## src/design/glyph_text_console_renderer_defines.svh

```systemverilog
// Assertion macros for the glyph text console renderer.
// Included by the top level; depends on nothing else.
`ifndef GLYPH_TEXT_CONSOLE_RENDERER_DEFINES_SVH
`define GLYPH_TEXT_CONSOLE_RENDERER_DEFINES_SVH

// The consequent must hold in the same cycle as the antecedent.
`define GTCR_ASSERT_SAME(label, clk, rst_n, ante, cons, msg) \
  label: assert property (@(posedge clk) disable iff (!rst_n) (ante) |-> (cons)) \
    else $error(msg);

// The consequent must hold in the cycle after the antecedent.
`define GTCR_ASSERT_NEXT(label, clk, rst_n, ante, cons, msg) \
  label: assert property (@(posedge clk) disable iff (!rst_n) (ante) |=> (cons)) \
    else $error(msg);

`endif

```

## src/design/gtcr_pkg.sv

```systemverilog
// Shared types and constants of the glyph text console renderer.
// Used by every module of the block; depends on nothing.
`timescale 1ns / 1ps

package gtcr_pkg;

  localparam int CHAR_COUNT_DEF     = 256;
  localparam int MAX_GLYPH_ROWS_DEF = 8;
  localparam int COORD_BITS_DEF     = 12;

  localparam int CFG_ADDR_W  = 5;
  localparam int CFG_DATA_W  = 32;
  localparam int OUT_COORD_W = 12;

  localparam logic [2:0] REG_GLYPH_WIDTH  = 3'd0;
  localparam logic [2:0] REG_GLYPH_HEIGHT = 3'd1;
  localparam logic [2:0] REG_SCREEN_WIDTH = 3'd2;
  localparam logic [2:0] REG_SCREEN_HEIGHT = 3'd3;
  localparam logic [2:0] REG_FG_COLOR     = 3'd4;
  localparam logic [2:0] REG_BG_COLOR     = 3'd5;
  localparam logic [2:0] REG_OPAQUE_MODE  = 3'd6;
  localparam logic [2:0] REG_FONT_PRESENT = 3'd7;

  localparam logic KIND_FONT_WRITE = 1'b0;
  localparam logic KIND_CHAR       = 1'b1;

  localparam logic [3:0] GLYPH_MAX_W = 4'd8;

  typedef struct packed {
    logic [3:0]  glyph_width;
    logic [3:0]  glyph_height;
    logic [11:0] screen_width;
    logic [11:0] screen_height;
    logic [31:0] fg_color;
    logic [31:0] bg_color;
    logic        opaque_mode;
    logic        font_present;
  } gtcr_cfg_t;

  localparam gtcr_cfg_t CFG_RESET = '{
    glyph_width:   4'd8,
    glyph_height:  4'd8,
    screen_width:  12'd640,
    screen_height: 12'd480,
    fg_color:      32'hFFFF_FFFF,
    bg_color:      32'h0000_0000,
    opaque_mode:   1'b1,
    font_present:  1'b0
  };

  typedef enum logic {
    ALU_ADD,
    ALU_SUB
  } gtcr_alu_op_t;

endpackage

```

## src/design/gtcr_alu.sv

```systemverilog
// Shared coordinate adder, subtractor and limit comparator.
// Depends on gtcr_pkg for the operation codes.
`timescale 1ns / 1ps

module gtcr_alu #(
  parameter int COORD_BITS = gtcr_pkg::COORD_BITS_DEF
) (
  input  gtcr_pkg::gtcr_alu_op_t op,
  input  logic [COORD_BITS-1:0]  a,
  input  logic [3:0]             b,
  input  logic [11:0]            limit,
  output logic [COORD_BITS:0]    result,
  output logic                   flag
);
  import gtcr_pkg::*;

  localparam int XW = (COORD_BITS + 1 > 12) ? COORD_BITS + 1 : 12;

  logic [COORD_BITS:0] a_x;
  logic [COORD_BITS:0] b_x;
  logic [COORD_BITS:0] sum;
  logic [COORD_BITS:0] diff;
  logic [XW-1:0]       sum_x;
  logic [XW-1:0]       lim_x;

  assign a_x   = {1'b0, a};
  assign b_x   = (COORD_BITS + 1)'(b);
  assign sum   = a_x + b_x;
  assign diff  = a_x - b_x;
  assign sum_x = XW'(sum);
  assign lim_x = XW'(limit);

  // For a subtraction the flag is the borrow.
  always_comb begin
    case (op)
      ALU_ADD: begin
        result = sum;
        flag   = (sum_x >= lim_x);
      end
      ALU_SUB: begin
        result = diff;
        flag   = diff[COORD_BITS];
      end
      default: begin
        result = sum;
        flag   = 1'b0;
      end
    endcase
  end

endmodule

```

## config.mk

```make
export PLATFORM = sky130hd
export DESIGN_NAME = gtcr_alu
export DESIGN_NICKNAME = d
export VERILOG_FILES = /design/src/design/glyph_text_console_renderer_defines.svh /design/src/design/gtcr_pkg.sv /design/src/design/gtcr_alu.sv
export SDC_FILE = /design/constraint.sdc
export NUM_CORES = 1
export LEC_CHECK = 0
export BUFFER_PORTS_ARGS = -buffer_cell sky130_fd_sc_hd__buf_2
export CAP_MARGIN = 20
export CORE_MARGIN = 4
export CORE_UTILIZATION = 35
export DETAILED_ROUTE_END_ITERATION = 10
export SETUP_SLACK_MARGIN = 0.5
export SLEW_MARGIN = 20
export SYNTH_ARGS = -nofsm -noshare
export SYNTH_HDL_FRONTEND = slang
export SYNTH_SLANG_ARGS = --single-unit
```

## constraint.sdc

```tcl
create_clock -name vclk -period 4.3
set_input_delay 0.215 -clock vclk [all_inputs]
set_output_delay 0.215 -clock vclk [all_outputs]
set_load 0.05 [all_outputs]
```

After elaboration in Yosys (flattened, before gate mapping) --
Cells that the tools add are included.
Word-level totals: flip-flop bits (word level) 0, logic and storage cells 6, output and inout bits 14, input bits 29
Cells by class: muxes and demuxes 2, add/subtract/negate cells 2, bitwise gates (word level) 1, magnitude comparators 1
Operator list (count):
- $pmux W13 S2 | 1
- $add A12 B4 Y13 | 1
- $ge A13 B12 Y1 | 1
- $sub A12 B4 Y13 | 1
- $pmux W1 S2 | 1
- $not A1 Y1 | 1

Longest topological paths before layout --
depth in word-level cells 3, gate-level depth with buffers 14, gate-level depth less buffers 13

Worst setup path after synthesis --
Ideal clock, no wire load.
path kind input port to output port, from input b[2], to output flag, stages 12, required time 4085 ps, arrival time 2553 ps, path buffers 1, slack 1532 ps, cell sequence inv_1 ha_1 buf_6 o21bai_1 a21oi_1 nand3_1 xnor2_1 ha_1 nand2_1 or3_1 o22ai_1 a211o_1
On the way: word-level cells in the longest chain between the ends 3, elaborated cells on any way between the ends 4, those cells by class add/sub: 2; order compare: 1; mux: 1
Ends and longest elaborated chain:
- start, declared | RTL line gtcr_alu.sv:10 | input logic [3:0] b,
- $add A12 B4 Y13 | RTL line gtcr_alu.sv:28 | assign sum = a_x + b_x;
- $ge A13 B12 Y1 | RTL line gtcr_alu.sv:38 | flag = (sum_x >= lim_x);
- $pmux W1 S2 * | RTL line gtcr_alu.sv:35 | case (op)
- end, declared | RTL line gtcr_alu.sv:13 | output logic flag
Every way passes the cells marked *; elsewhere a longest branch is shown, timed or not.

Worst setup path in the final report --
from input b[1], to output flag
Same word-level chain as after synthesis.

==> results.yml <==
logic_synthesis:
  avgSynthCellArea_um2: 7.64
  syn_area_um2: 1100
  yosysWarningCount: 0
  synth_cell_types: 43
  seq_area_frac_synth_pct: 0
  netlist_instances: 144
  synth_nets: 195
global_route:
  grt_max_degree: 13
  grt_pass1_wl_mm: 4.46
  grt_usage_pct: 12.7
  grt_pass1_vias: 1033
  grt_antenna_before_repair: 0
  grt_overflow: 0
setup_path:
  startpoint_type: "input port"
  slowest_stage: "or3_1"
  crit_fanout: 4
  crit_arrival_ps: 2780
  path_class: "in2out"
  path_cells: "buf_2 -> inv_1 -> ha_1 -> nor2b_1 -> o21bai_1 -> a21oi_1 -> nand3_1 -> xnor2_1 -> ha_1 -> nand2_1 -> or3_1 -> o22ai_1 -> a211o_1 -> buf_2"
  critPathMaxStageDelay_ps: 360
  critPathBufInv: 3
  required_ps: 4090
  critical-path-top-delay-family: "simple AND/OR/NAND/NOR gates"
  endpoint_kind: "output port"
placed_design:
  place_congestion: 0.895
  dp_hpwl_mm: 2.30
  numPortBuffers: 43
pwr:
  p_per_area_nw_per_um2: 152
  vdd.ir_drop.worst_v: 0.0000690
  finalPower_uw: 200
  leakagePower_nw: 0.693
sta:
  rsz0062_at_grt: "false"
  drv_slew: 0
  period_needed_ps: 3000
  setup_violations: 0
  worstMarginPinSlew_ps: 332
  finalHoldViolations: 0
  max_freq_mhz: 334
  fin_crit_sh_pct: 69.7
  setup_tns_ps: 0
  slew_headroom_pct: 77.7
job:
  timing.max_cap.violations: 0
route:
  first_pass_iters: 4
  vias: 1063
  drtIter0Drc: 25
  ant_nets: 0
  drt_wl_total_mm: 2.63
  drc: 0
  post_drt_wl_per_cell_um: 11.8
  viasPerCell: 4.75
clocking:
  postCtsSetupBuffers: 0
  cts_resized: 0
  holdBufCountCts: 0
layout:
  syn_to_final_growth_pct: 19.7
  multi_input_area_um2: 971
  layout_commonest_cell: "buf_2"
  drive_above_1_share_pct: 28.3
  nFillCells: 323
  diodes: 0
  n_clock_buffer: 0
  design.seq.count: 0
  layout_common_cells: "43 x buf_2, 20 x inv_1, 20 x ha_1"
  finalNetCount: 233
  seq_area_um2: 0
die:
  die_area_um2: 4100
  boundaryPins: 43
  core_area_um2: 3030
  die_x_um: 64.1
  row_count: 20
  die_h_um: 64.1
  initial_core_util_pct: 36.3
hold_path:
  hold_path_class: "in2out"
run_status:
  status: "complete, no violations"
-- worst paths after layout --
check / to / from / cells past startpoint
min: result[7] / a[7] / 3
max: flag / b[1] / 14
-- synth_stat cells (2+ instances only) --
cell type / number / share of area [%]
a211oi_1: 2 / 1.4
a21oi_1: 5 / 2.3
a31oi_1: 3 / 1.7
buf_2: 4 / 1.8
buf_6: 3 / 3.1
fa_1: 2 / 3.6
ha_1: 20 / 23
inv_1: 20 / 6.8
mux2i_1: 3 / 2.7
nand2_1: 13 / 4.4
nand2b_1: 3 / 1.7
nand3_1: 4 / 1.8
nor2_1: 7 / 2.4
nor2b_1: 5 / 2.8
nor4_1: 2 / 1.1
o21ai_1: 3 / 1.4
xnor2_1: 13 / 10
xor2_1: 7 / 5.6
-- cells by family (layout without fill, tap and decap cells) --
family | count (synthesis) | count (layout) | synth area share, %
simple gates | 47 | 47 | 26.9
fa+ha+maj | 22 | 22 | 26.4
buf+inv | 27 | 63 | 11.7
mux | 3 | 3 | 2.73
xor+xnor | 20 | 20 | 15.9
compound gates | 25 | 25 | 16.4
-- stage by stage --
step,area [µm²],instances,util (%),setup WS [ps],hold WS (ps)
6_report,1320,224,43.5,1300,840
5_1_grt,1320,224,43.5,1030,860
4_1_cts,1320,224,43.5,1280,844
3_5_place_dp,1320,224,43.5,1290,843
3_3_place_gp,1320,224,43.5,1330,831
2_1_floorplan,1100,144,-,1530,702
-- area by class of cell --
type               count  share of cell area [%]
multi-input cells    117                    73.8
repair buffers        43                    16.3
inverters             20                    5.70
well taps             44                    4.18
-- worst min-delay path, stage by stage --
cell and delay, ps:
buf_2 130, xnor2_1 70, buf_2 210
-- power breakdown --
group,internal [mW],total [mW],switching (mW)
logic,0.0698,0.200,0.130
clock network,0,0,0
registers,0,0,0
total,0.0698,0.200,0.130
-- per-layer routing --
| metal | vias up | global-route usage (%) | routed length (µm) |
|---|---|---|---|
| li1 | 563 | - | - |
| met1 | 473 | 16.2 | 1230 |
| met2 | 27 | 24.1 | 1300 |
| met3 | 0 | 0.879 | 107 |
| met4 | 0 | 0 | 0 |
| met5 | - | 0 | 0 |
No activity file was read; power rests on OpenSTA's default activity.
