$ cat src/design/glyph_text_console_renderer_defines.svh
// Assertion macros for the glyph text console renderer.
// Included by the top level; depends on nothing else.
`ifndef GLYPH_TEXT_CONSOLE_RENDERER_DEFINES_SVH
`define GLYPH_TEXT_CONSOLE_RENDERER_DEFINES_SVH

// The consequent must hold in the same cycle as the antecedent.
`define GTCR_ASSERT_SAME(label, clk, rst_n, ante, cons, msg) \
  label: assert property (@(posedge clk) disable iff (!rst_n) (ante) |-> (cons)) \
    else $error(msg);

// The consequent must hold in the cycle after the antecedent.
`define GTCR_ASSERT_NEXT(label, clk, rst_n, ante, cons, msg) \
  label: assert property (@(posedge clk) disable iff (!rst_n) (ante) |=> (cons)) \
    else $error(msg);

`endif

$ cat src/design/gtcr_pkg.sv
// Shared types and constants of the glyph text console renderer.
// Used by every module of the block; depends on nothing.
`timescale 1ns / 1ps

package gtcr_pkg;

  localparam int CHAR_COUNT_DEF     = 256;
  localparam int MAX_GLYPH_ROWS_DEF = 8;
  localparam int COORD_BITS_DEF     = 12;

  localparam int CFG_ADDR_W  = 5;
  localparam int CFG_DATA_W  = 32;
  localparam int OUT_COORD_W = 12;

  localparam logic [2:0] REG_GLYPH_WIDTH  = 3'd0;
  localparam logic [2:0] REG_GLYPH_HEIGHT = 3'd1;
  localparam logic [2:0] REG_SCREEN_WIDTH = 3'd2;
  localparam logic [2:0] REG_SCREEN_HEIGHT = 3'd3;
  localparam logic [2:0] REG_FG_COLOR     = 3'd4;
  localparam logic [2:0] REG_BG_COLOR     = 3'd5;
  localparam logic [2:0] REG_OPAQUE_MODE  = 3'd6;
  localparam logic [2:0] REG_FONT_PRESENT = 3'd7;

  localparam logic KIND_FONT_WRITE = 1'b0;
  localparam logic KIND_CHAR       = 1'b1;

  localparam logic [3:0] GLYPH_MAX_W = 4'd8;

  typedef struct packed {
    logic [3:0]  glyph_width;
    logic [3:0]  glyph_height;
    logic [11:0] screen_width;
    logic [11:0] screen_height;
    logic [31:0] fg_color;
    logic [31:0] bg_color;
    logic        opaque_mode;
    logic        font_present;
  } gtcr_cfg_t;

  localparam gtcr_cfg_t CFG_RESET = '{
    glyph_width:   4'd8,
    glyph_height:  4'd8,
    screen_width:  12'd640,
    screen_height: 12'd480,
    fg_color:      32'hFFFF_FFFF,
    bg_color:      32'h0000_0000,
    opaque_mode:   1'b1,
    font_present:  1'b0
  };

  typedef enum logic {
    ALU_ADD,
    ALU_SUB
  } gtcr_alu_op_t;

endpackage

$ cat src/design/gtcr_cfg.sv
// APB configuration registers of the glyph text console renderer.
// Depends on gtcr_pkg for the register map and the configuration struct.
`timescale 1ns / 1ps

module gtcr_cfg (
  input  logic                              clk,
  input  logic                              rst_n,
  input  logic                              psel,
  input  logic                              penable,
  input  logic                              pwrite,
  input  logic [gtcr_pkg::CFG_ADDR_W-1:0]   paddr,
  input  logic [gtcr_pkg::CFG_DATA_W-1:0]   pwdata,
  output logic [gtcr_pkg::CFG_DATA_W-1:0]   prdata,
  output logic                              pready,
  output gtcr_pkg::gtcr_cfg_t               cfg
);
  import gtcr_pkg::*;

  gtcr_cfg_t  cfg_r;
  gtcr_cfg_t  cfg_nxt;
  logic [2:0] reg_idx;
  logic       wr_en;

  assign reg_idx = paddr[CFG_ADDR_W-1:2];
  assign wr_en   = psel && penable && pwrite;
  assign pready  = 1'b1;
  assign cfg     = cfg_r;

  always_comb begin
    cfg_nxt = cfg_r;
    if (wr_en) begin
      case (reg_idx)
        REG_GLYPH_WIDTH:   cfg_nxt.glyph_width   = pwdata[3:0];
        REG_GLYPH_HEIGHT:  cfg_nxt.glyph_height  = pwdata[3:0];
        REG_SCREEN_WIDTH:  cfg_nxt.screen_width  = pwdata[11:0];
        REG_SCREEN_HEIGHT: cfg_nxt.screen_height = pwdata[11:0];
        REG_FG_COLOR:      cfg_nxt.fg_color      = pwdata;
        REG_BG_COLOR:      cfg_nxt.bg_color      = pwdata;
        REG_OPAQUE_MODE:   cfg_nxt.opaque_mode   = pwdata[0];
        REG_FONT_PRESENT:  cfg_nxt.font_present  = pwdata[0];
        default:           cfg_nxt = cfg_r;
      endcase
    end
  end

  always_comb begin
    case (reg_idx)
      REG_GLYPH_WIDTH:   prdata = CFG_DATA_W'(cfg_r.glyph_width);
      REG_GLYPH_HEIGHT:  prdata = CFG_DATA_W'(cfg_r.glyph_height);
      REG_SCREEN_WIDTH:  prdata = CFG_DATA_W'(cfg_r.screen_width);
      REG_SCREEN_HEIGHT: prdata = CFG_DATA_W'(cfg_r.screen_height);
      REG_FG_COLOR:      prdata = cfg_r.fg_color;
      REG_BG_COLOR:      prdata = cfg_r.bg_color;
      REG_OPAQUE_MODE:   prdata = CFG_DATA_W'(cfg_r.opaque_mode);
      REG_FONT_PRESENT:  prdata = CFG_DATA_W'(cfg_r.font_present);
      default:           prdata = '0;
    endcase
  end

  always_ff @(posedge clk) begin
    if (!rst_n) begin
      cfg_r <= CFG_RESET;
    end else begin
      cfg_r <= cfg_nxt;
    end
  end

endmodule

$ cat config.mk
export PLATFORM = sky130hd
export DESIGN_NAME = gtcr_cfg
export DESIGN_NICKNAME = d
export VERILOG_FILES = /design/src/design/glyph_text_console_renderer_defines.svh /design/src/design/gtcr_pkg.sv /design/src/design/gtcr_cfg.sv
export SDC_FILE = /design/constraint.sdc
export NUM_CORES = 1
export LEC_CHECK = 0
export BUFFER_PORTS_ARGS = -buffer_cell sky130_fd_sc_hd__buf_2
export CELL_PAD_IN_SITES_DETAIL_PLACEMENT = 1
export CELL_PAD_IN_SITES_GLOBAL_PLACEMENT = 1
export CORE_ASPECT_RATIO = 0.75
export CORE_MARGIN = 5
export CORE_UTILIZATION = 39
export CTS_CLUSTER_DIAMETER = 80
export DETAILED_ROUTE_END_ITERATION = 8
export PLACE_DENSITY = 0.92
export SLEW_MARGIN = 20
export SYNTH_ARGS = -nofsm -noshare
export SYNTH_HDL_FRONTEND = slang
export SYNTH_SLANG_ARGS = --single-unit
$ cat constraint.sdc
create_clock -name clk -period 2.6 [get_ports clk]
set_input_delay 0.52 -clock clk [delete_from_list [all_inputs] [get_ports clk]]
set_output_delay 0.52 -clock clk [all_outputs]
set_load 0.02 [all_outputs]
[Yosys cells after proc, flatten, opt, wreduce, memory -nomap -nowiden]
Cells that the tools add are included.
Storage, ports and cells
  register bits: 98
  input port bits: 42
Operators by class
  eq/ne operators: 7
  muxes and demuxes: 1
  reductions and logical operators: 11
Operator list (number)
  $pmux W32 S8: 1
  $reduce_and A2 Y1: 8
  $eq A3 B3 Y1 const B: 4
  $eq A3 B2 Y1 const B: 2
  $eq A3 B1 Y1 const B: 1
  $logic_not A3 Y1: 1
  $logic_and A1 B1 Y1: 2

[Logic depth before layout (Yosys ltp)]
  word-level depth: 3
  depth in mapped cells: 6
  depth with buffers taken out: 3

[Worst setup path before layout]
OpenSTA, ideal clock, no wires.
  kind: input -> output
  start point: in paddr[2] (netlist bit)
  end point: out prdata[1] (netlist bit)
  arrival time: 1.724 ns
  slack: 0.356 ns
  stages: 6
  cells stage by stage: buf_2 -> buf_2 -> buf_2 -> buf_2 -> nor4_1 -> a21oi_1
Between the ends
  word-level cells in the longest chain between the ends: 2
Ends and longest elaborated chain
  start, declared: line gtcr_cfg.sv:11  | input logic [gtcr_pkg::CFG_ADDR_W-1:0] paddr,
  $eq A3 B3 Y1, or another cell as far along: line gtcr_cfg.sv:47  | case (reg_idx)
  $pmux W32 S8 *: line gtcr_cfg.sv:47
  end, declared: line gtcr_cfg.sv:13  | output logic [gtcr_pkg::CFG_DATA_W-1:0] prdata,
Every way passes the cells marked *; elsewhere a longest branch is shown, timed or not.

[Worst setup path after layout]
  start point: in paddr[4] (netlist bit)
  end point: out prdata[10] (netlist bit)
Same word-level chain as after synthesis.

==> flow_summary.yaml <==
worst_setup_path:
  critPathKind: "input pin to output port"
  critical_path.reg2reg.endpoint: "cfg[97]"
  critical_path_required_ps: 2080
  timing.critical_path.to_type: "output port"
  path_max_fanout: 14
  critPathLaunch: "paddr[4]"
  reg2regPathDepth: 2
  timing.critical_path.from_type: "input pin"
  worstPathArrival_ps: 1710
  ff2ff_setup_slack_ps: 1850
  timing.rr.start: "cfg[97]"
clock_network:
  cts.path.max_buffers: 2
  clk_pin_slew_worst_paths_ps: 70
  cts-resized-gates: 0
  htree_num_levels: 3
  cts.sink_count: 98
  number_of_setup_buffers_added_after_cts: 0
  ctsHoldBuffers: 0
  clock-root-buffer: "clkbuf_16"
  worst_skew_pair.late_latency_ps: 330
  tritoncts: "done"
  tritoncts.num_buffers: 9
sta:
  slew_viol_final: 0
  fin_crit_ps: 2230
  final_clock_period_utilization_by_the_worst_path_pct: 85.9
  hold_viol: 0
  setup_viol_count_final: 0
  hold_slack_final_ps: 438
  slew_limit_headroom_pct: 63.1
  setup_repair_after_global_routing_missed_its_margin: "no"
  worst_case_setup_margin_in_the_final_layout_ps: 367
  finalClockSkew_ps: 0
  worst-slew-pin-transition_ps: 554
  setup-tns-final_ps: 0
  achievable-frequency_mhz: 448
drt:
  wl_per_cell_um: 19.0
  drtAntennaViolNets: 0
  vias: 4246
  firstDrtPassIters: 4
  route.detailed.drc: 0
  initialDrtViolationCount: 141
  totalWireLength_um: 15200
  vias_per_cell: 5.31
die:
  die_w_um: 135
  fp.dieArea_sq_um: 14100
  core_sq_um: 11600
  vertical_extent_of_the_die_um: 104
  number_of_core_rows: 34
  initial_utilization_pct: 39.7
  ios: 173
global_route:
  grt_overflow_total: 0
  antenna_found_initial: 0
  groute.layer.met3.usage_pct: 5.85
  use_met1_pct: 25.1
  grt_max_degree: 48
  grt_use_total_pct: 21.3
  gr-max-usage-layer: "met2"
  wire_length_of_the_first_global_routing_pass_um: 24400
  groute.layer.met2.usage_pct: 37.6
  number_of_global_route_vias_before_repair: 4617
synthesis:
  number_of_synthesized_register_bits: 98
  netlist.area_leader.share_pct: 42.8
  postSynthCellCount: 486
  yosysTopAreaCell: "dfxtp_1"
  synthFlopType: "dfxtp_1"
  synth_enable_flop_cells: 0
  most_instantiated_library_cell_after_synthesis: "mux2i_1"
  ys_seq_area_share_pct: 42.8
  postSynthNetCount: 528
  area_contributors_post_synth: "dfxtp_1, mux2i_1, nand2_1, a211o_1, nor4b_1"
  yosys_warnings: 0
  synth.cells.most_frequent: "mux2i_1, dfxtp_1, nand2_1"
  ys_async_sr_fraction_pct: 0
  number_of_distinct_library_cells_after_synthesis: 36
  synthesis.area_per_instance_sq_um: 9.44
  mappedNetlistArea_sq_um: 4590
power:
  power.ir.vdd_worst_mv: 0.326
  switching_share_pct: 24.4
  power_frac_clock_pct: 43.3
  share_comb_of_total_power_pct: 10.8
  power.sequential.fraction_pct: 45.9
  power-per-cell-area_nw_per_um2: 567
  switching_power_w: 0.000810
  internal_power_w: 0.00251
  power.static_leakage_nw: 2.66
min_path:
  hold_path.class: "input pin to register"
  timing.hold.worst.start: "pwdata[25]"
  worstHoldEndpoint: "cfg[27]"
  hold_path_depth: 3
layout:
  post_route_cells_drive_above_1_share_pct: 32.3
  layout.filler_cells: 1410
  nets: 675
  number_of_flip_flops_in_the_largest_register: 98
  antenna-diode-count: 0
  areaGrowthSynthToFinish_pct: 27.8
  layoutNonFillerInstCount: 800
placement:
  hpwlAfterDp_um: 10900
  dpl.cell_count: 784
  final_weighted_congestion_in_routability_driven_placement: 0.825
  placement.setup.worst_slack_ps: 365
  portBuffers: 169
run:
  max-cap-violations: 0
run_status:
  run_status: "finished, final reports clean"
==> placed cells by master (no fill, tap or decap), types with 2 or more instances in the layout <==
cell type / netlist / layout
or3_1: 2 / 2
nor4b_1: 25 / 25
bufinv_16: 0 / 2
dfxtp_1: 98 / 98
mux4_2: 2 / 2
nor2b_1: 2 / 2
o22ai_1: 10 / 10
clkbuf_16: 0 / 9
clkbuf_1: 26 / 2
buf_4: 5 / 15
buf_2: 10 / 168
a211o_1: 26 / 26
nand3_1: 3 / 2
o21a_1: 2 / 2
nor2_1: 41 / 39
nand2b_1: 3 / 2
clkinvlp_4: 0 / 2
o221ai_1: 2 / 2
nand2_1: 89 / 89
mux2i_1: 112 / 112
inv_1: 5 / 5
==> layout make-up <==
type / count / area, sq um / area share [%]
Clock buffer: 12 / 246 / 4.20
Clock inverter: 4 / 75.1 / 1.28
Inverter: 6 / 22.5 / 0.384
Multi-Input combinational cell: 334 / 2380 / 40.6
Sequential cell: 98 / 1960 / 33.5
Tap cell: 162 / 203 / 3.46
Timing Repair Buffer: 184 / 973 / 16.6
==> power by group through the flow <==
| stage | Combinational [W] | Clock [W] | Sequential [W] |
|---|---|---|---|
| finish | 0.000360 | 0.00144 | 0.00153 |
| global route | 0.000387 | 0.00153 | 0.00153 |
| CTS | 0.000362 | 0.00147 | 0.00153 |
| detailed placement | 0.000360 | 0 | 0.00156 |
| global placement | 0.000346 | 0 | 0.00156 |
| floorplan | 0.000214 | 0 | 0.00157 |
==> routing by layer <==
metal  vias up  wire (um)
met4         0        276
met3        22        904
met5         -          0
met2       131       7570
met1      2095       6420
li1       1998          -
==> worst max path at each step <==
stage	slack, ps	depth (start not counted)	to
detailed placement	370	6	cfg[31]
finish	370	4	prdata[10]
global route	280	4	prdata[10]
global placement	400	4	prdata[10]
floorplan	360	6	prdata[1]
CTS	380	4	prdata[10]
==> metrics by stage <==
step	power (W)	cell area, sq um	utilization [%]
6_report	0.00332	5860	50.7
4_1_cts	0.00336	5860	50.7
5_1_grt	0.00344	5860	50.7
2_1_floorplan	0.00179	4590	-
3_5_place_dp	0.00192	5540	47.9
3_3_place_gp	0.00190	5540	47.9
==> worst max-delay path, cell delays in order <==
cell and delay [ps]:
buf_2 270, nand2b_1 510, o22ai_1 210, buf_2 200
==> cells by family (layout without fill, tap and decap cells) <==
| kind of cell | count (synthesis) | after routing | share of synthesized area [%] |
|---|---|---|---|
| buffers and inverters | 54 | 206 | 5.75 |
| AO/OA/AOI/OAI | 46 | 46 | 7.94 |
| other | 1 | 1 | 0.0817 |
| multiplexers | 115 | 115 | 25.7 |
| AND/OR/NAND/NOR | 172 | 172 | 17.8 |
| flip-flops | 98 | 98 | 42.8 |
No activity file was read; power rests on OpenSTA's default activity.
