File: src/design/glyph_text_console_renderer_defines.svh
// Assertion macros for the glyph text console renderer.
// Included by the top level; depends on nothing else.
`ifndef GLYPH_TEXT_CONSOLE_RENDERER_DEFINES_SVH
`define GLYPH_TEXT_CONSOLE_RENDERER_DEFINES_SVH

// The consequent must hold in the same cycle as the antecedent.
`define GTCR_ASSERT_SAME(label, clk, rst_n, ante, cons, msg) \
  label: assert property (@(posedge clk) disable iff (!rst_n) (ante) |-> (cons)) \
    else $error(msg);

// The consequent must hold in the cycle after the antecedent.
`define GTCR_ASSERT_NEXT(label, clk, rst_n, ante, cons, msg) \
  label: assert property (@(posedge clk) disable iff (!rst_n) (ante) |=> (cons)) \
    else $error(msg);

`endif

File: src/design/gtcr_pkg.sv
// Shared types and constants of the glyph text console renderer.
// Used by every module of the block; depends on nothing.
`timescale 1ns / 1ps

package gtcr_pkg;

  localparam int CHAR_COUNT_DEF     = 256;
  localparam int MAX_GLYPH_ROWS_DEF = 8;
  localparam int COORD_BITS_DEF     = 12;

  localparam int CFG_ADDR_W  = 5;
  localparam int CFG_DATA_W  = 32;
  localparam int OUT_COORD_W = 12;

  localparam logic [2:0] REG_GLYPH_WIDTH  = 3'd0;
  localparam logic [2:0] REG_GLYPH_HEIGHT = 3'd1;
  localparam logic [2:0] REG_SCREEN_WIDTH = 3'd2;
  localparam logic [2:0] REG_SCREEN_HEIGHT = 3'd3;
  localparam logic [2:0] REG_FG_COLOR     = 3'd4;
  localparam logic [2:0] REG_BG_COLOR     = 3'd5;
  localparam logic [2:0] REG_OPAQUE_MODE  = 3'd6;
  localparam logic [2:0] REG_FONT_PRESENT = 3'd7;

  localparam logic KIND_FONT_WRITE = 1'b0;
  localparam logic KIND_CHAR       = 1'b1;

  localparam logic [3:0] GLYPH_MAX_W = 4'd8;

  typedef struct packed {
    logic [3:0]  glyph_width;
    logic [3:0]  glyph_height;
    logic [11:0] screen_width;
    logic [11:0] screen_height;
    logic [31:0] fg_color;
    logic [31:0] bg_color;
    logic        opaque_mode;
    logic        font_present;
  } gtcr_cfg_t;

  localparam gtcr_cfg_t CFG_RESET = '{
    glyph_width:   4'd8,
    glyph_height:  4'd8,
    screen_width:  12'd640,
    screen_height: 12'd480,
    fg_color:      32'hFFFF_FFFF,
    bg_color:      32'h0000_0000,
    opaque_mode:   1'b1,
    font_present:  1'b0
  };

  typedef enum logic {
    ALU_ADD,
    ALU_SUB
  } gtcr_alu_op_t;

endpackage

File: src/design/gtcr_seq.sv
// Sequencer of the glyph text console renderer: cursor, font access and pixel output.
// Depends on gtcr_pkg, and drives gtcr_font_mem and gtcr_alu from the top level.
`timescale 1ns / 1ps

module gtcr_seq #(
  parameter int CHAR_COUNT     = gtcr_pkg::CHAR_COUNT_DEF,
  parameter int MAX_GLYPH_ROWS = gtcr_pkg::MAX_GLYPH_ROWS_DEF,
  parameter int COORD_BITS     = gtcr_pkg::COORD_BITS_DEF,
  parameter int ADDR_W         = $clog2(gtcr_pkg::CHAR_COUNT_DEF *
                                        gtcr_pkg::MAX_GLYPH_ROWS_DEF)
) (
  input  logic                   clk,
  input  logic                   rst_n,
  input  gtcr_pkg::gtcr_cfg_t    cfg,
  input  logic                   in_valid,
  output logic                   in_stall,
  input  logic                   in_kind,
  input  logic [7:0]             in_char_code,
  input  logic [2:0]             in_glyph_row,
  input  logic [7:0]             in_row_bits,
  output logic                   out_valid,
  input  logic                   out_stall,
  output logic [11:0]            out_pixel_x,
  output logic [11:0]            out_pixel_y,
  output logic [31:0]            out_pixel_color,
  output logic                   out_write_enable,
  output logic                   out_scroll_before,
  output logic                   out_last_pixel,
  output logic                   mem_wr_en,
  output logic [ADDR_W-1:0]      mem_wr_addr,
  output logic [7:0]             mem_wr_data,
  output logic                   mem_rd_en,
  output logic [ADDR_W-1:0]      mem_rd_addr,
  input  logic [7:0]             mem_rd_data,
  output gtcr_pkg::gtcr_alu_op_t alu_op,
  output logic [COORD_BITS-1:0]  alu_a,
  output logic [3:0]             alu_b,
  output logic [11:0]            alu_limit,
  input  logic [COORD_BITS:0]    alu_result,
  input  logic                   alu_flag
);
  import gtcr_pkg::*;

  typedef enum logic [3:0] {
    S_IDLE,
    S_WRAP,
    S_NEWLINE,
    S_SCROLL,
    S_UP,
    S_FETCH,
    S_LOAD,
    S_PIX,
    S_ADV
  } state_t;

  state_t                state_r, state_nxt;
  logic [COORD_BITS-1:0] cx_r, cx_nxt;
  logic [COORD_BITS-1:0] cy_r, cy_nxt;
  logic [COORD_BITS-1:0] px_r, px_nxt;
  logic [COORD_BITS-1:0] py_r, py_nxt;
  logic [7:0]            code_r, code_nxt;
  logic                  blank_r, blank_nxt;
  logic                  scroll_r, scroll_nxt;
  logic                  first_r, first_nxt;
  logic [2:0]            row_r, row_nxt;
  logic [2:0]            col_r, col_nxt;
  logic [7:0]            shreg_r, shreg_nxt;
  logic                  out_valid_r, out_valid_nxt;
  logic [11:0]           pix_x_r, pix_x_nxt;
  logic [11:0]           pix_y_r, pix_y_nxt;
  logic [31:0]           color_r, color_nxt;
  logic                  we_r, we_nxt;
  logic                  scr_r, scr_nxt;
  logic                  last_r, last_nxt;

  logic [3:0] gw;
  logic [3:0] gh;
  logic [2:0] gw_m1;
  logic [2:0] gh_m1;
  logic       in_acc;
  logic       emit;
  logic       row_end;
  logic       last_row;
  logic [3:0] rd_row;
  logic       rd_row_ok;
  logic [7:0] load_bits;
  logic       wr_in_range;

  function automatic logic [ADDR_W-1:0] font_addr(input logic [7:0] code,
                                                  input logic [2:0] row);
    logic [11:0] full;
    full = 12'(code) * 12'(MAX_GLYPH_ROWS) + 12'(row);
    return full[ADDR_W-1:0];
  endfunction

  function automatic logic [7:0] align_row(input logic [7:0] bits, input logic [3:0] w);
    logic [3:0] sh;
    sh = GLYPH_MAX_W - w;
    return bits << sh[2:0];
  endfunction

  function automatic logic [11:0] to_out(input logic [COORD_BITS-1:0] v);
    logic [COORD_BITS+11:0] t;
    t = (COORD_BITS + 12)'(v);
    return t[11:0];
  endfunction

  always_comb begin
    if (cfg.glyph_width == 4'd0) begin
      gw = 4'd1;
    end else if (cfg.glyph_width > GLYPH_MAX_W) begin
      gw = GLYPH_MAX_W;
    end else begin
      gw = cfg.glyph_width;
    end
    if (cfg.glyph_height == 4'd0) begin
      gh = 4'd1;
    end else if (cfg.glyph_height > 4'(MAX_GLYPH_ROWS)) begin
      gh = 4'(MAX_GLYPH_ROWS);
    end else begin
      gh = cfg.glyph_height;
    end
  end

  assign gw_m1 = 3'(gw - 4'd1);
  assign gh_m1 = 3'(gh - 4'd1);

  assign in_stall = (state_r != S_IDLE);
  assign in_acc   = in_valid && (state_r == S_IDLE);
  assign emit     = (state_r == S_PIX) && (!out_valid_r || !out_stall);
  assign row_end  = (col_r == gw_m1);
  assign last_row = (row_r == gh_m1);

  assign wr_in_range = (9'(in_char_code) < 9'(CHAR_COUNT)) &&
                       (4'(in_glyph_row) < 4'(MAX_GLYPH_ROWS));
  assign mem_wr_en   = in_acc && (in_kind == KIND_FONT_WRITE) && wr_in_range;
  assign mem_wr_addr = font_addr(in_char_code, in_glyph_row);
  assign mem_wr_data = in_row_bits;

  // The next row is read while the current one is shifted out.
  always_comb begin
    case (state_r)
      S_FETCH: rd_row = 4'd0;
      S_LOAD:  rd_row = 4'(row_r) + 4'd1;
      default: rd_row = 4'(row_r) + 4'd2;
    endcase
  end

  assign rd_row_ok   = (rd_row < gh);
  assign mem_rd_addr = font_addr(code_r, rd_row[2:0]);
  assign mem_rd_en   = (state_r == S_FETCH) ||
                       ((state_r == S_LOAD) && rd_row_ok) ||
                       (emit && row_end && !last_row && rd_row_ok);
  assign load_bits   = blank_r ? 8'h00 : align_row(mem_rd_data, gw);

  always_comb begin
    case (state_r)
      S_NEWLINE, S_SCROLL: begin
        alu_op    = ALU_ADD;
        alu_a     = cy_r;
        alu_b     = gh;
        alu_limit = cfg.screen_height;
      end
      S_UP: begin
        alu_op    = ALU_SUB;
        alu_a     = cy_r;
        alu_b     = gh;
        alu_limit = cfg.screen_height;
      end
      default: begin
        alu_op    = ALU_ADD;
        alu_a     = cx_r;
        alu_b     = gw;
        alu_limit = cfg.screen_width;
      end
    endcase
  end

  always_comb begin
    state_nxt     = state_r;
    cx_nxt        = cx_r;
    cy_nxt        = cy_r;
    px_nxt        = px_r;
    py_nxt        = py_r;
    code_nxt      = code_r;
    blank_nxt     = blank_r;
    scroll_nxt    = scroll_r;
    first_nxt     = first_r;
    row_nxt       = row_r;
    col_nxt       = col_r;
    shreg_nxt     = shreg_r;
    out_valid_nxt = out_valid_r && out_stall;
    pix_x_nxt     = pix_x_r;
    pix_y_nxt     = pix_y_r;
    color_nxt     = color_r;
    we_nxt        = we_r;
    scr_nxt       = scr_r;
    last_nxt      = last_r;

    case (state_r)
      S_IDLE: begin
        if (in_acc && (in_kind == KIND_CHAR) && cfg.font_present) begin
          code_nxt   = in_char_code;
          blank_nxt  = !(9'(in_char_code) < 9'(CHAR_COUNT));
          scroll_nxt = 1'b0;
          first_nxt  = 1'b1;
          state_nxt  = S_WRAP;
        end
      end
      S_WRAP: begin
        if (alu_flag) begin
          cx_nxt    = '0;
          state_nxt = S_NEWLINE;
        end else begin
          state_nxt = S_SCROLL;
        end
      end
      S_NEWLINE: begin
        cy_nxt    = alu_result[COORD_BITS-1:0];
        state_nxt = S_SCROLL;
      end
      S_SCROLL: begin
        if (alu_flag) begin
          scroll_nxt = 1'b1;
          state_nxt  = S_UP;
        end else begin
          state_nxt = S_FETCH;
        end
      end
      S_UP: begin
        cy_nxt    = alu_flag ? '0 : alu_result[COORD_BITS-1:0];
        state_nxt = S_FETCH;
      end
      S_FETCH: begin
        row_nxt   = 3'd0;
        state_nxt = S_LOAD;
      end
      S_LOAD: begin
        shreg_nxt = load_bits;
        col_nxt   = 3'd0;
        px_nxt    = cx_r;
        py_nxt    = cy_r;
        state_nxt = S_PIX;
      end
      S_PIX: begin
        if (emit) begin
          out_valid_nxt = 1'b1;
          pix_x_nxt     = to_out(px_r);
          pix_y_nxt     = to_out(py_r);
          we_nxt        = shreg_r[7] || cfg.opaque_mode;
          if (shreg_r[7]) begin
            color_nxt = cfg.fg_color;
          end else if (cfg.opaque_mode) begin
            color_nxt = cfg.bg_color;
          end else begin
            color_nxt = '0;
          end
          scr_nxt   = first_r && scroll_r;
          last_nxt  = row_end && last_row;
          first_nxt = 1'b0;
          if (row_end) begin
            if (last_row) begin
              state_nxt = S_ADV;
            end else begin
              row_nxt   = row_r + 3'd1;
              col_nxt   = 3'd0;
              shreg_nxt = load_bits;
              px_nxt    = cx_r;
              py_nxt    = py_r + COORD_BITS'(1);
            end
          end else begin
            col_nxt   = col_r + 3'd1;
            shreg_nxt = {shreg_r[6:0], 1'b0};
            px_nxt    = px_r + COORD_BITS'(1);
          end
        end
      end
      S_ADV: begin
        cx_nxt    = alu_result[COORD_BITS-1:0];
        state_nxt = S_IDLE;
      end
      default: begin
        state_nxt = S_IDLE;
      end
    endcase
  end

  always_ff @(posedge clk) begin
    if (!rst_n) begin
      state_r     <= S_IDLE;
      cx_r        <= '0;
      cy_r        <= '0;
      out_valid_r <= 1'b0;
    end else begin
      state_r     <= state_nxt;
      cx_r        <= cx_nxt;
      cy_r        <= cy_nxt;
      out_valid_r <= out_valid_nxt;
    end
    px_r     <= px_nxt;
    py_r     <= py_nxt;
    code_r   <= code_nxt;
    blank_r  <= blank_nxt;
    scroll_r <= scroll_nxt;
    first_r  <= first_nxt;
    row_r    <= row_nxt;
    col_r    <= col_nxt;
    shreg_r  <= shreg_nxt;
    pix_x_r  <= pix_x_nxt;
    pix_y_r  <= pix_y_nxt;
    color_r  <= color_nxt;
    we_r     <= we_nxt;
    scr_r    <= scr_nxt;
    last_r   <= last_nxt;
  end

  assign out_valid         = out_valid_r;
  assign out_pixel_x       = pix_x_r;
  assign out_pixel_y       = pix_y_r;
  assign out_pixel_color   = color_r;
  assign out_write_enable  = we_r;
  assign out_scroll_before = scr_r;
  assign out_last_pixel    = last_r;

endmodule

File: config.mk
export PLATFORM = sky130hd
export DESIGN_NAME = gtcr_seq
export DESIGN_NICKNAME = d
export VERILOG_FILES = /design/src/design/glyph_text_console_renderer_defines.svh /design/src/design/gtcr_pkg.sv /design/src/design/gtcr_seq.sv
export SDC_FILE = /design/constraint.sdc
export NUM_CORES = 1
export LEC_CHECK = 0
export BUFFER_PORTS_ARGS = -buffer_cell sky130_fd_sc_hd__buf_2
export CORE_MARGIN = 3
export CORE_UTILIZATION = 44
export DETAILED_ROUTE_END_ITERATION = 6
export GPL_TIMING_DRIVEN = 0
export PLACE_DENSITY = 0.85
export SLEW_MARGIN = 20
export SYNTH_ARGS = -nofsm -noshare
export SYNTH_HDL_FRONTEND = slang
export SYNTH_SLANG_ARGS = --single-unit
export TNS_END_PERCENT = 20
File: constraint.sdc
create_clock -name clk -period 3.8 [get_ports clk]
set_clock_uncertainty 0.05 [all_clocks]
set_input_delay 0.95 -clock clk [delete_from_list [all_inputs] [get_ports clk]]
set_output_delay 0.95 -clock clk [all_outputs]
set_load 0.02 [all_outputs]
# Word level (Yosys, flattened, before mapping)
# Cells that the tools add are included.
[word_totals] mem_bits_rw=0 romBits=0 register_bits=136 n_memories=0 latchBits=0 wordCells=141
[classes] n_div=0 mux=50 shift=1 n_reduce_logical=39 multipliers=0 n_eq_ne=18 order_cmp=3 bitwise=1 n_addsub=11
[op_table] operator="12-bit 2-to-1 mux" n=10
[op_table] operator="12-bit one-hot mux with 2 select lines" n=4
[op_table] operator="32-bit 2-to-1 mux" n=2
[op_table] operator="4-bit 2-to-1 mux" n=9
[op_table] operator="4-bit one-hot mux with 8 select lines" n=1
[op_table] operator="12-bit by 1-bit adder with 12-bit output, second input constant" n=2
[op_table] operator="8-bit 2-to-1 mux" n=3
[op_table] operator="11-bit by 3-bit adder with 11-bit output" n=2
[op_table] operator="3-bit 2-to-1 mux" n=6
[op_table] operator="4-bit by 3-bit == test with 1-bit output, second input constant" n=4
[op_table] operator="8-bit one-hot mux with 2 select lines" n=1
[op_table] operator="1-bit logical AND" n=12
[op_table] operator="4-bit logical NOT" n=3
[op_table] operator="2-bit != test, second input constant" n=6
[op_table] operator="3-bit one-hot mux with 2 select lines" n=2
[op_table] operator="4-bit AND reduction" n=3
[op_table] operator="2-bit nonzero test" n=6
[op_table] operator="1-bit 2-to-1 mux" n=9
[op_table] operator="3-bit AND reduction" n=3
[op_table] operator="4-bit by 2-bit == test with 1-bit output, second input constant" n=2
[op_table] operator="4-bit greater-than comparator, second input constant" n=2
[op_table] operator="4-bit one-hot mux with 2 select lines" n=1
[op_table] operator="8-bit by 3-bit left shift with 8-bit output" n=1
[op_table] operator="3-bit by 1-bit adder with 3-bit output, second input constant" n=2
[op_table] operator="17 further kinds" n=27

# Longest topological paths before layout
# Gate-level depths: netlist (run 1).
[depth] depth_word=9 depth_mapped=10

# Worst setup path after synthesis (run 1)
# No wires, ideal clock.
[synth_timing] kind="in2reg" startpoint="input port cfg[95] in the netlist's numbering" endpoint="register col_r[0] (enable)" setup_ns=0.412 arrival_time_ns=3.614 stages=8 t_required_ns=3.338 setup_slack_ns=-0.276 path_cell_list="o21ba_2 -> nor2_1 -> inv_2 -> ha_1 -> xnor3_1 -> nand2_1 -> nor3_1 -> o22ai_1"
[synth_between] elab_chain_len=7 elab_cells_between_ends=8 cone_classes="add/sub (1); order compare (1); eq/ne (2); mux (2); reduce/logical (2)"
[synth_rtl] item="start: declaration" line_no="gtcr_seq.sv:14" text="input gtcr_pkg::gtcr_cfg_t cfg,"
[synth_rtl] item="4-bit greater-than comparator" line_no="gtcr_seq.sv:111" text="end else if (cfg.glyph_width > GLYPH_MAX_W) begin"
[synth_rtl] item="4-bit 2-to-1 mux" line_no="gtcr_seq.sv:111"
[synth_rtl] item="4-bit 2-to-1 mux (*)" line_no="gtcr_seq.sv:109" text="if (cfg.glyph_width == 4'd0) begin"
[synth_rtl] item="3-bit by 1-bit subtractor with 3-bit output (*)" line_no="gtcr_seq.sv:125" text="assign gw_m1 = 3'(gw - 4'd1);"
[synth_rtl] item="3-bit == test (*)" line_no="gtcr_seq.sv:131" text="assign row_end = (col_r == gw_m1);"
[synth_rtl] item="3-bit != test (no source line) (*)"
[synth_rtl] item="3-bit AND reduction (no source line) (*)"
[synth_rtl] item="end signal: assignment" line_no="gtcr_seq.sv:307" text="col_r <= col_nxt;"
[synth_rtl] item="end: declaration" line_no="gtcr_seq.sv:66" text="logic [2:0] col_r, col_nxt;"
# Every way passes the cells marked *; elsewhere a longest branch is shown, timed or not.
# A chain may end at the register's enable or synchronous reset.

# Final worst setup path (run 1)
[layout_timing] startpoint="input port cfg[95] in the netlist's numbering" endpoint="output port mem_rd_en"
[layout_between] elab_chain_len=9 elab_cells_between_ends=10 cone_classes="add/sub (1); order compare (1); eq/ne (1); mux (2); reduce/logical (5)"
[layout_rtl] item="4-bit greater-than comparator" line_no="gtcr_seq.sv:111"
[layout_rtl] item="4-bit 2-to-1 mux" line_no="gtcr_seq.sv:111"
[layout_rtl] item="4-bit 2-to-1 mux (*)" line_no="gtcr_seq.sv:109"
[layout_rtl] item="3-bit by 1-bit subtractor with 3-bit output (*)" line_no="gtcr_seq.sv:125"
[layout_rtl] item="3-bit == test (*)" line_no="gtcr_seq.sv:131"
[layout_rtl] item="1-bit logical AND (*) (3 in series)" line_no="gtcr_seq.sv:153" text="(emit && row_end && !last_row && rd_row_ok);"
[layout_rtl] item="1-bit logical OR (*)" line_no="gtcr_seq.sv:152" text="((state_r == S_LOAD) && rd_row_ok) ||"
[layout_rtl] item="end: declaration" line_no="gtcr_seq.sv:32" text="output logic mem_rd_en,"
# Marks and branches as above.

==> flow_summary.json, run 1 <==
{
  "leading_post_synthesis_cells_by_cell_area": "edfxtp_1 (48%), dfxtp_1 (8.7%), mux2_2 (4.2%)",
  "timing.rr.start": "col_r[0]",
  "worstSetupStartpoint": "cfg[95]",
  "synthesis.instances": 564,
  "largest_net_degree_at_the_start_of_global_routing": 60,
  "die_h_um": 129,
  "dr.pass1.iters": 5,
  "mappedNetlistNets": 718,
  "multi_input_comb_area_sq_um": 2600,
  "report.final.setup_viol": 0,
  "synth.yosys.seq_area_share_pct": 56.7,
  "clk_root_buffer_cell": "clkbuf_16",
  "cts.path.max_buffers": 2,
  "power_per_cell_area_nw_per_um2": 581,
  "tcrit_tclk_final_pct": 97.6,
  "clock_sinks": 136,
  "timing.reg2reg.worst_path_depth": 6,
  "area.sequential_sq_um": 3790,
  "cp_top_family": "compound AO/OA/AOI/OAI gates",
  "synth_most_common_cell": "edfxtp_1",
  "antenna_found_initial": 0,
  "placementRows": 44,
  "cts_tree": "yes",
  "postRouteWirelength_mm": 18.3,
  "cell_type_with_the_highest_occurrence_count_on_the_critical_path": "buf_2",
  "maxCapViolCount": 0,
  "criticalPathCategory": "input port to primary output",
  "insertion_delay_ns": 0.42,
  "period_minus_slack_ns": 3.71,
  "finish.net_count": 994,
  "endpoint_class_of_the_critical_path": "primary output",
  "synth_common_cells": "edfxtp_1 (107), nor2_1 (53), nand2_1 (43)",
  "grt_overflow_total": 0,
  "number_of_global_route_vias_before_repair": 5430,
  "port-buffer-count": 253,
  "synth.largest_area_cell": "edfxtp_1",
  "totalNegativeSetupSlack_ns": 0,
  "floorplan.io_pins": 266,
  "slew_violations": 0,
  "drt.antenna.violating_nets": 0,
  "timing.slew.headroom_pct": 45.1,
  "reg2reg_slack_ns": 1.19,
  "cp_slowest_stage_delay_ns": 0.27,
  "avgViaCountPerCell": 5.36,
  "worst_hold_path_type": "flip-flop to flip-flop",
  "clock_tree.htree_level_count": 4,
  "timing.critical_path.to": "mem_rd_en",
  "worst_setup_path_start_kind": "input port",
  "maxClockFrequency_mhz": 270,
  "path_max_fanout": 9,
  "syn_area_sq_um": 6690,
  "ys_async_sr_fraction_pct": 0,
  "power.static_leakage_nw": 3.81,
  "post-synth-top-area-fraction_pct": 48.0,
  "synth.ff_latch_count": 136,
  "globalplace.congestion": 0.856,
  "worst-path-stages": 9,
  "drt_iter0_markers": 345,
  "status": "completed",
  "global_route.usage.total_pct": 21.6,
  "netlist-cell-type-count": 60,
  "initial_utilization_pct": 45.5,
  "critical_path.cell_chain": "buf_2, o21ba_2, nor2_4, inv_2, ha_1, xnor3_2, nand4_1, a32oi_1, buf_2",
  "synth_enable_flop_cells": 107,
  "clk_pin_slew_worst_paths_ns": 0.06,
  "dieArea_sq_um": 16700,
  "reg2reg_to": "py_r[11]",
  "ys_dominant_reg_cell": "edfxtp_1",
  "ir_worst_vdd_v": 0.000355,
  "flow.area_growth_from_synthesis_pct": 32.0,
  "core_sq_um": 14700,
  "power_mw": 5.13,
  "route.detailed.wl_per_inst_um": 17.7,
  "hold_viol": 0,
  "unrepaired_setup_endpoints_after_global_routing": "no",
  "crit_slowest_cell": "ha_1",
  "grt_pass1_wl_mm": 27.5,
  "worst-path-buf-inv": 3,
  "die_w_um": 129,
  "postCtsHoldBufs": 0,
  "worstPathArrival_ns": 2.71,
  "whs_path_depth": 0,
  "antennaDiodeCount": 0,
  "numCtsBuffers": 17,
  "filler_cells": 1175,
  "dr_total_vias": 5558,
  "cp.required_ns": 2.80,
  "worstMarginPinSlew_ns": 0.824,
  "synth.avg_cell_area_sq_um": 11.9,
  "post_route_drc_violation_count": 0,
  "synth_warnings": 0,
  "post_route_cells_drive_above_1_share_pct": 43.3,
  "dp_hpwl_mm": 14.0
}
==> worst reg2reg max path, stage by stage (launching register included) <==
cell and delay, ns:
edfxtp_1 0.43, or2_2 0.32, o32ai_2 0.19, a31oi_2 0.16, buf_2 0.24, a211oi_2 0.64
buf_4 0.29
==> power breakdown <==
group / total [mW] / internal (mW) / switching [mW] / leakage (nW)
sequential: 1.90 / 1.80 / 0.0979 / 1.21
clock: 1.61 / 0.966 / 0.644 / 0.285
combinational: 1.63 / 0.669 / 0.960 / 2.31
==> per-stage QoR <==
stage               area, sq um  util (%)  setup slack [ns]  hold slack (ns)  cells
global route               8840      60.1            0.0105            0.440   1037
floorplan                  6700         -            -0.234            0.396    564
detailed placement         8220      55.9            -0.418            0.413   1002
global placement           8190      55.7             -1.21            0.408   1001
CTS                        8810      60.0            0.0233            0.426   1035
finish                     8840      60.1            0.0920            0.433   1037
==> how the worst min path moves through the flow <==
stage | slack (ns) | endpoint | start
floorplan | 0.40 | out_pixel_x[1] | px_r[1]
global placement | 0.41 | out_pixel_y[11] | py_r[11]
detailed placement | 0.41 | out_pixel_y[11] | py_r[11]
CTS | 0.43 | out_pixel_y[11] | py_r[11]
global route | 0.44 | out_pixel_y[11] | py_r[11]
finish | 0.43 | out_pixel_y[11] | py_r[11]
==> cell families after synthesis <==
kind of cell | count (synthesis) | synth area share, %
compound gates | 122 | 13.3
xor+xnor | 30 | 4.24
fa+ha+maj | 10 | 1.87
buf+inv | 63 | 4.99
flops | 136 | 56.7
mux | 47 | 7.89
simple gates | 156 | 11.0
==> cell type report <==
type                       instances  area share, %
sequential                       136           42.9
multi-input combinational        365           29.4
timing repair buffer             257           14.7
clock buffer                      17           4.81
buffer                            51           3.31
tap                              184           2.61
clock inverter                    15           1.69
inverter                          12          0.538
==> cells in the final DEF, fill, tap and decap left out, drive strengths merged, types with 3 or more instances in the layout <==
master and instances:
a21oi 19, a22o 31, nor3 6, a31oi 5
inv 16, ha 10, edfxtp 107, buf 291
dfxtp 29, nand2b 9, nand4 6, a211oi 3
and3 6, a22oi 13, nand3 11, nand2 43
nor2 53, o21ai 21, xnor2 14, o22ai 3
a21o 3, clkinv 8, mux2 26, mux2i 19
a211o 3, clkbuf 34, nor2b 6, and2 6
xor2 15
==> sequential cells by signal, summed over array words and instances, names as in the netlist, 12 cells and up <==
signal and flops:
px_r 12, cy_r 12, out_pixel_x 12, out_pixel_color 32, cx_r 12, out_pixel_y 12
py_r 12
==> per-layer routing <==
layer | wire, um | vias to the layer above | track usage [%]
li1 | - | 2641 | -
met1 | 6980 | 2611 | 23.6
met2 | 9630 | 280 | 40.6
met3 | 1400 | 26 | 5.03
met4 | 320 | 0 | 8.09
met5 | 0 | - | 0
==> timing repair <==
item	4_1_cts	5_1_grt
endpoints found under the hold margin	0	0
gates resized for setup	4	6
pin swaps	1	1
setup endpoints to repair	1	1
setup buffers	1	2
Power figures use the tool's default switching activity.
==> run 2: changes to the inputs <==
--- a/config.mk
+++ b/config.mk
@@ -7,10 +7,11 @@
 export LEC_CHECK = 0
 export BUFFER_PORTS_ARGS = -buffer_cell sky130_fd_sc_hd__buf_2
 export CORE_MARGIN = 3
-export CORE_UTILIZATION = 44
+export CORE_UTILIZATION = 51
+export CTS_BUF_LIST = sky130_fd_sc_hd__clkbuf_2
 export DETAILED_ROUTE_END_ITERATION = 6
 export GPL_TIMING_DRIVEN = 0
-export PLACE_DENSITY = 0.85
+export PLACE_DENSITY = 0.92
 export SLEW_MARGIN = 20
 export SYNTH_ARGS = -nofsm -noshare
 export SYNTH_HDL_FRONTEND = slang
==> constraint.sdc (replaced) <==
create_clock -name clk -period 3.6 [get_ports clk]
set_clock_uncertainty 0.05 [all_clocks]
set_input_delay 0.9 -clock clk [delete_from_list [all_inputs] [get_ports clk]]
set_output_delay 0.9 -clock clk [all_outputs]
set_load 0.02 [all_outputs]
==> run 2 against run 1 <==
The flow now finishes with violations (negative setup slack). Final area fell by 3.3%. First-iteration DRC count up 14%. Critical path type unchanged. Highest routed layer unchanged. Register-to-register slack worse by 0.20 ns. Clock power fell by 49%. Die area fell by 13%.
==> flow_summary.json, run 2 (synthesis results as in run 1) <==
{
  "route.detailed.wl_per_inst_um": 17.2,
  "insertion_delay_ns": 0.65,
  "drt_iter0_markers": 393,
  "power.static_leakage_nw": 3.68,
  "clock_tree.htree_level_count": 4,
  "antenna_found_initial": 1,
  "dr_total_vias": 5590,
  "mostFrequentLayoutCell": "buf_2",
  "grt_use_met3_pct": 5.66,
  "port-buffer-count": 253,
  "dieArea_sq_um": 14500,
  "clock_sinks": 136,
  "post_route_drc_violation_count": 0,
  "floorplan.io_pins": 266,
  "criticalPathCategory": "input port to primary output",
  "core_sq_um": 12700,
  "worst_hold_path_type": "input port to flip-flop",
  "flow.area_growth_from_synthesis_pct": 27.7,
  "clk_pin_slew_worst_paths_ns": 0.20,
  "finish.net_count": 998,
  "cp_top_family": "compound AO/OA/AOI/OAI gates",
  "postRouteWirelength_mm": 17.7,
  "hold_viol": 0,
  "worst_setup_path_start_kind": "input port",
  "number_of_global_route_vias_before_repair": 5356,
  "worst-path-buf-inv": 3,
  "drt.antenna.violating_nets": 0,
  "worstPathArrival_ns": 2.65,
  "largest_register_ffs": 32,
  "numCtsBuffers": 17,
  "global_route.peak_usage_layer": "met2",
  "placementRows": 41,
  "dp_hpwl_mm": 13.5,
  "slew_violations": 0,
  "globalRouteMet1Util_pct": 27.5,
  "largest_net_degree_at_the_start_of_global_routing": 60,
  "period_minus_slack_ns": 3.60,
  "power_mw": 4.57,
  "maxClockFrequency_mhz": 278,
  "critical_path.cell_chain": "buf_2, o21ba_2, nor2_4, inv_2, ha_1, xor2_2, nand4_1, a32oi_1, buf_4",
  "cp_slowest_stage_delay_ns": 0.37,
  "initial_utilization_pct": 52.6,
  "maxCapViolCount": 0,
  "instances_no_fill": 1030,
  "cp.required_ns": 2.65,
  "ir_worst_vdd_v": 0.000358,
  "tcrit_tclk_final_pct": 100,
  "dr.pass1.iters": 5,
  "totalNegativeSetupSlack_ns": -0.00165,
  "global_route.usage.total_pct": 23.4,
  "report.final.setup_viol": 1,
  "dp_cells": 990,
  "violations": "negative setup slack",
  "endpoint_class_of_the_critical_path": "primary output",
  "die_w_um": 121,
  "layout.cell_area.non_filler_sq_um": 8550,
  "timing.slew.headroom_pct": 45.3,
  "status": "finished with violations",
  "worstMarginPinSlew_ns": 0.820,
  "setup_ws_ns": -0.00165,
  "detailed_place.area_sq_um": 8200,
  "cts_tree": "yes",
  "die_h_um": 121,
  "globalplace.congestion": 0.891,
  "post_route_cells_drive_above_1_share_pct": 43.9,
  "unrepaired_setup_endpoints_after_global_routing": "yes",
  "grt_overflow_total": 0,
  "grt_pass1_wl_mm": 26.5,
  "final_cell_mix": "buf_2 (260), edfxtp_1 (107), nor2_1 (51)",
  "avgViaCountPerCell": 5.43,
  "cts.path.max_buffers": 2,
  "power_per_cell_area_nw_per_um2": 535,
  "path_max_fanout": 9,
  "clk_root_buffer_cell": "clkbuf_2",
  "crit_slowest_cell": "ha_1",
  "grt.met2_usage_pct": 41.8
}
-- run 2: final timing paths --
| check | slack (ns) | to | cells past startpoint | from |
|---|---|---|---|---|
| worst max register to register | 0.99 | px_r[4] | 7 | row_r[2] |
| worst min-delay path | 0.37 | code_r[6] | 1 | in_char_code[6] |
| worst max-delay path | -0.002 | mem_rd_en | 9 | cfg[95] |
| worst min register to register | 0.45 | out_pixel_x[11] | 0 | px_r[11] |
-- run 2: worst reg2reg max path, stage by stage (launching register included) --
cell      delay, ns
edfxtp_1       0.51
buf_4          0.18
xnor2_1        0.19
xnor2_1        0.15
o211ai_1       0.16
buf_4          0.19
nor3_1         0.44
o22ai_4        0.37
-- run 2: through the flow --
step / setup WS, ns / utilization (%) / hold WS [ns]
6_report: -0.00165 / 67.2 / 0.374
5_1_grt: -0.214 / 67.2 / 0.302
4_1_cts: -0.0564 / 66.5 / 0.320
3_5_place_dp: -0.375 / 64.5 / 0.417
3_3_place_gp: -1.25 / 64.3 / 0.407
2_1_floorplan: -0.384 / - / 0.396
-- run 2: metal layers --
metal,vias to the layer above,wire (um)
li1,2637,-
met1,2623,6720
met2,302,9050
met3,28,1580
met4,0,314
met5,-,0
-- run 2: final cells by class --
type                       instances  area [sq um]
buffer                            50           307
clock inverter                    11           108
tap                              172           215
multi-input combinational        365          2630
antenna                            1          2.50
sequential                       136          3800
clock buffer                      21           105
timing repair buffer             262          1340
inverter                          12          47.5
fill                            1002          4180
-- run 2: timing repair --
| item | 4_1_cts | 5_1_grt |
|---|---|---|
| setup endpoints to repair | 11 | 1 |
| endpoints found under the hold margin | 0 | 0 |
| gates resized for setup | 14 | 13 |
| hold buffers | 0 | 0 |
| setup buffers | 3 | 5 |
| pin swaps | 2 | 8 |
-- run 2: report_power, final --
group	internal (mW)	leakage (nW)	switching [mW]	total (mW)
registers	1.90	1.21	0.103	2.00
logic	0.732	2.34	1.01	1.75
clock network	0.317	0.130	0.509	0.826
==> run 3: changes to the inputs <==
--- a/config.mk
+++ b/config.mk
@@ -12,6 +12,7 @@
 export DETAILED_ROUTE_END_ITERATION = 6
 export GPL_TIMING_DRIVEN = 0
 export PLACE_DENSITY = 0.92
+export RECOVER_POWER = 50
 export SLEW_MARGIN = 20
 export SYNTH_ARGS = -nofsm -noshare
 export SYNTH_HDL_FRONTEND = slang
==> run 3 against run 2 <==
The run still ends with negative setup slack left. Clock power is essentially flat. Combinational power about the same. Register-to-register slack about the same. Sequential power is essentially flat. Setup slack lost 0.0055 ns. Worst hold slack better by 0.0075 ns. First-iteration DRC count is 2.5% lower. Sequential share of layout area about the same. Die area unchanged. Critical path depth did not move. Clock-buffer cell count unchanged.
==> flow_summary.json, run 3 (synthesis results as in run 1) <==
{
  "status": "finished with violations",
  "violations": "negative setup slack",
  "crit_slowest_cell": "edfxtp_1",
  "period_minus_slack_ns": 3.61,
  "post_route_drc_violation_count": 0,
  "power_mw": 4.57,
  "hold_viol": 0,
  "cts_tree": "yes",
  "critical_path.cell_chain": "ha_2, xor2_1, a31oi_1, o21ai_1, ha_1, o21ai_1, nand2b_1, a32oi_1, buf_4",
  "dp_hpwl_mm": 13.5,
  "cts.path.max_buffers": 2,
  "fin_hold_ws_ns": 0.382,
  "insertion_delay_ns": 0.66,
  "worst-path-buf-inv": 1,
  "final_cell_mix": "buf_2 (257), edfxtp_1 (107), nor2_1 (51)",
  "detailed_place.area_sq_um": 8200,
  "maxCapViolCount": 0,
  "criticalPathCategory": "flip-flop to primary output",
  "p_switching_mw": 1.62,
  "drt_iter0_markers": 383,
  "worstPathArrival_ns": 2.66,
  "clock_tree.htree_level_count": 4,
  "antenna_found_initial": 1,
  "worst_setup_path_start_kind": "flip-flop",
  "postRouteWirelength_mm": 17.7,
  "post_route_cells_drive_above_1_share_pct": 43.5,
  "numCtsBuffers": 17,
  "number_of_global_route_vias_before_repair": 5356,
  "grt_overflow_total": 0,
  "global_route.usage.total_pct": 23.4,
  "largest_register_ffs": 32,
  "dieArea_sq_um": 14500,
  "finish.net_count": 998,
  "cp.required_ns": 2.65,
  "flow.area_growth_from_synthesis_pct": 27.7,
  "die_h_um": 121,
  "cp_slowest_stage_delay_ns": 0.52,
  "postCtsHoldBufs": 0,
  "power_per_cell_area_nw_per_um2": 535,
  "floorplan.io_pins": 266,
  "ir_worst_vdd_v": 0.000357,
  "totalNegativeSetupSlack_ns": -0.00711,
  "dr_total_vias": 5567,
  "clock_sinks": 136,
  "avgViaCountPerCell": 5.40,
  "layout.cell_area.non_filler_sq_um": 8540,
  "dr.pass1.iters": 5,
  "clk_pin_slew_worst_paths_ns": 0.21,
  "comb_power_share_pct": 38.1,
  "place_ws_ns": -0.375,
  "worstMarginPinSlew_ns": 0.823,
  "placementRows": 41,
  "grt_pass1_wl_mm": 26.5,
  "share_clk_of_total_power_pct": 18.1,
  "timing.slew.headroom_pct": 45.1,
  "instances_no_fill": 1030,
  "route.detailed.wl_per_inst_um": 17.1,
  "power.sequential.fraction_pct": 43.8,
  "largest_net_degree_at_the_start_of_global_routing": 60,
  "cell_type_with_the_highest_occurrence_count_on_the_critical_path": "o21ai_1",
  "switching_share_pct": 35.6,
  "power.static_leakage_nw": 3.67,
  "dp_cells": 990,
  "path_max_fanout": 3,
  "maxClockFrequency_mhz": 277,
  "setup_ws_ns": -0.00711,
  "report.final.setup_viol": 1,
  "internal-power_mw": 2.94,
  "cp_top_family": "compound AO/OA/AOI/OAI gates",
  "drt.antenna.violating_nets": 0,
  "unrepaired_setup_endpoints_after_global_routing": "yes",
  "mostFrequentLayoutCell": "buf_2",
  "tcrit_tclk_final_pct": 100,
  "clk_root_buffer_cell": "clkbuf_2",
  "endpoint_class_of_the_critical_path": "primary output",
  "slew_violations": 0,
  "worst_hold_path_type": "input port to flip-flop",
  "globalplace.congestion": 0.891,
  "die_w_um": 121,
  "initial_utilization_pct": 52.6,
  "port-buffer-count": 253,
  "final_core_utilization_pct": 67.1,
  "core_sq_um": 12700
}
==> run 3: cell count changes in the layout (fill, tap and decap cells not counted) <==
| cell | previous run | this run |
|---|---|---|
| clkbuf_1 | 14 | 17 |
| and2_1 | 6 | 5 |
| buf_2 | 260 | 257 |
| and2_0 | 0 | 1 |
==> run 3: area by class of cell <==
cell class	count	area [sq um]
flip-flops and latches	136	3800
clock buffers	21	105
fillers	1002	4180
diodes	1	2.50
multi-input cells	365	2630
clock inverters	11	108
inverters	12	47.5
plain buffers	50	307
repair buffers	262	1330
well taps	172	215
==> run 3: repair_timing <==
action	CTS	global route
resized for setup	14	13
pin swaps	2	8
setup endpoints to repair	11	1
setup buffers	3	5
==> run 3: final timing paths <==
path | startpoint | to | slack (ns) | depth (start not counted)
worst max-delay path | row_r[1] | mem_rd_en | -0.007 | 9
worst min-delay path | in_char_code[6] | code_r[6] | 0.38 | 1
worst max register to register | row_r[2] | px_r[4] | 1.00 | 7
worst min register to register | px_r[11] | out_pixel_x[11] | 0.45 | 0
==> run 3: metal layers <==
| layer | wire (um) | global-route usage (%) | part of all wire, % |
|---|---|---|---|
| met5 | 0 | 0 | 0 |
| met1 | 6740 | 27.5 | 38 |
| met3 | 1530 | 5.66 | 8.7 |
| met2 | 9090 | 41.8 | 51 |
| met4 | 314 | 8.07 | 1.8 |
==> run 3: power groups by stage <==
stage          Clock [mW]  Combinational (mW)  Sequential (mW)
6_report            0.827                1.74             2.00
5_1_grt             0.924                1.89             2.02
4_1_cts             0.846                1.70             2.00
3_5_place_dp            0                1.69             2.03
3_3_place_gp            0                1.64             2.03
2_1_floorplan           0                1.18             2.03
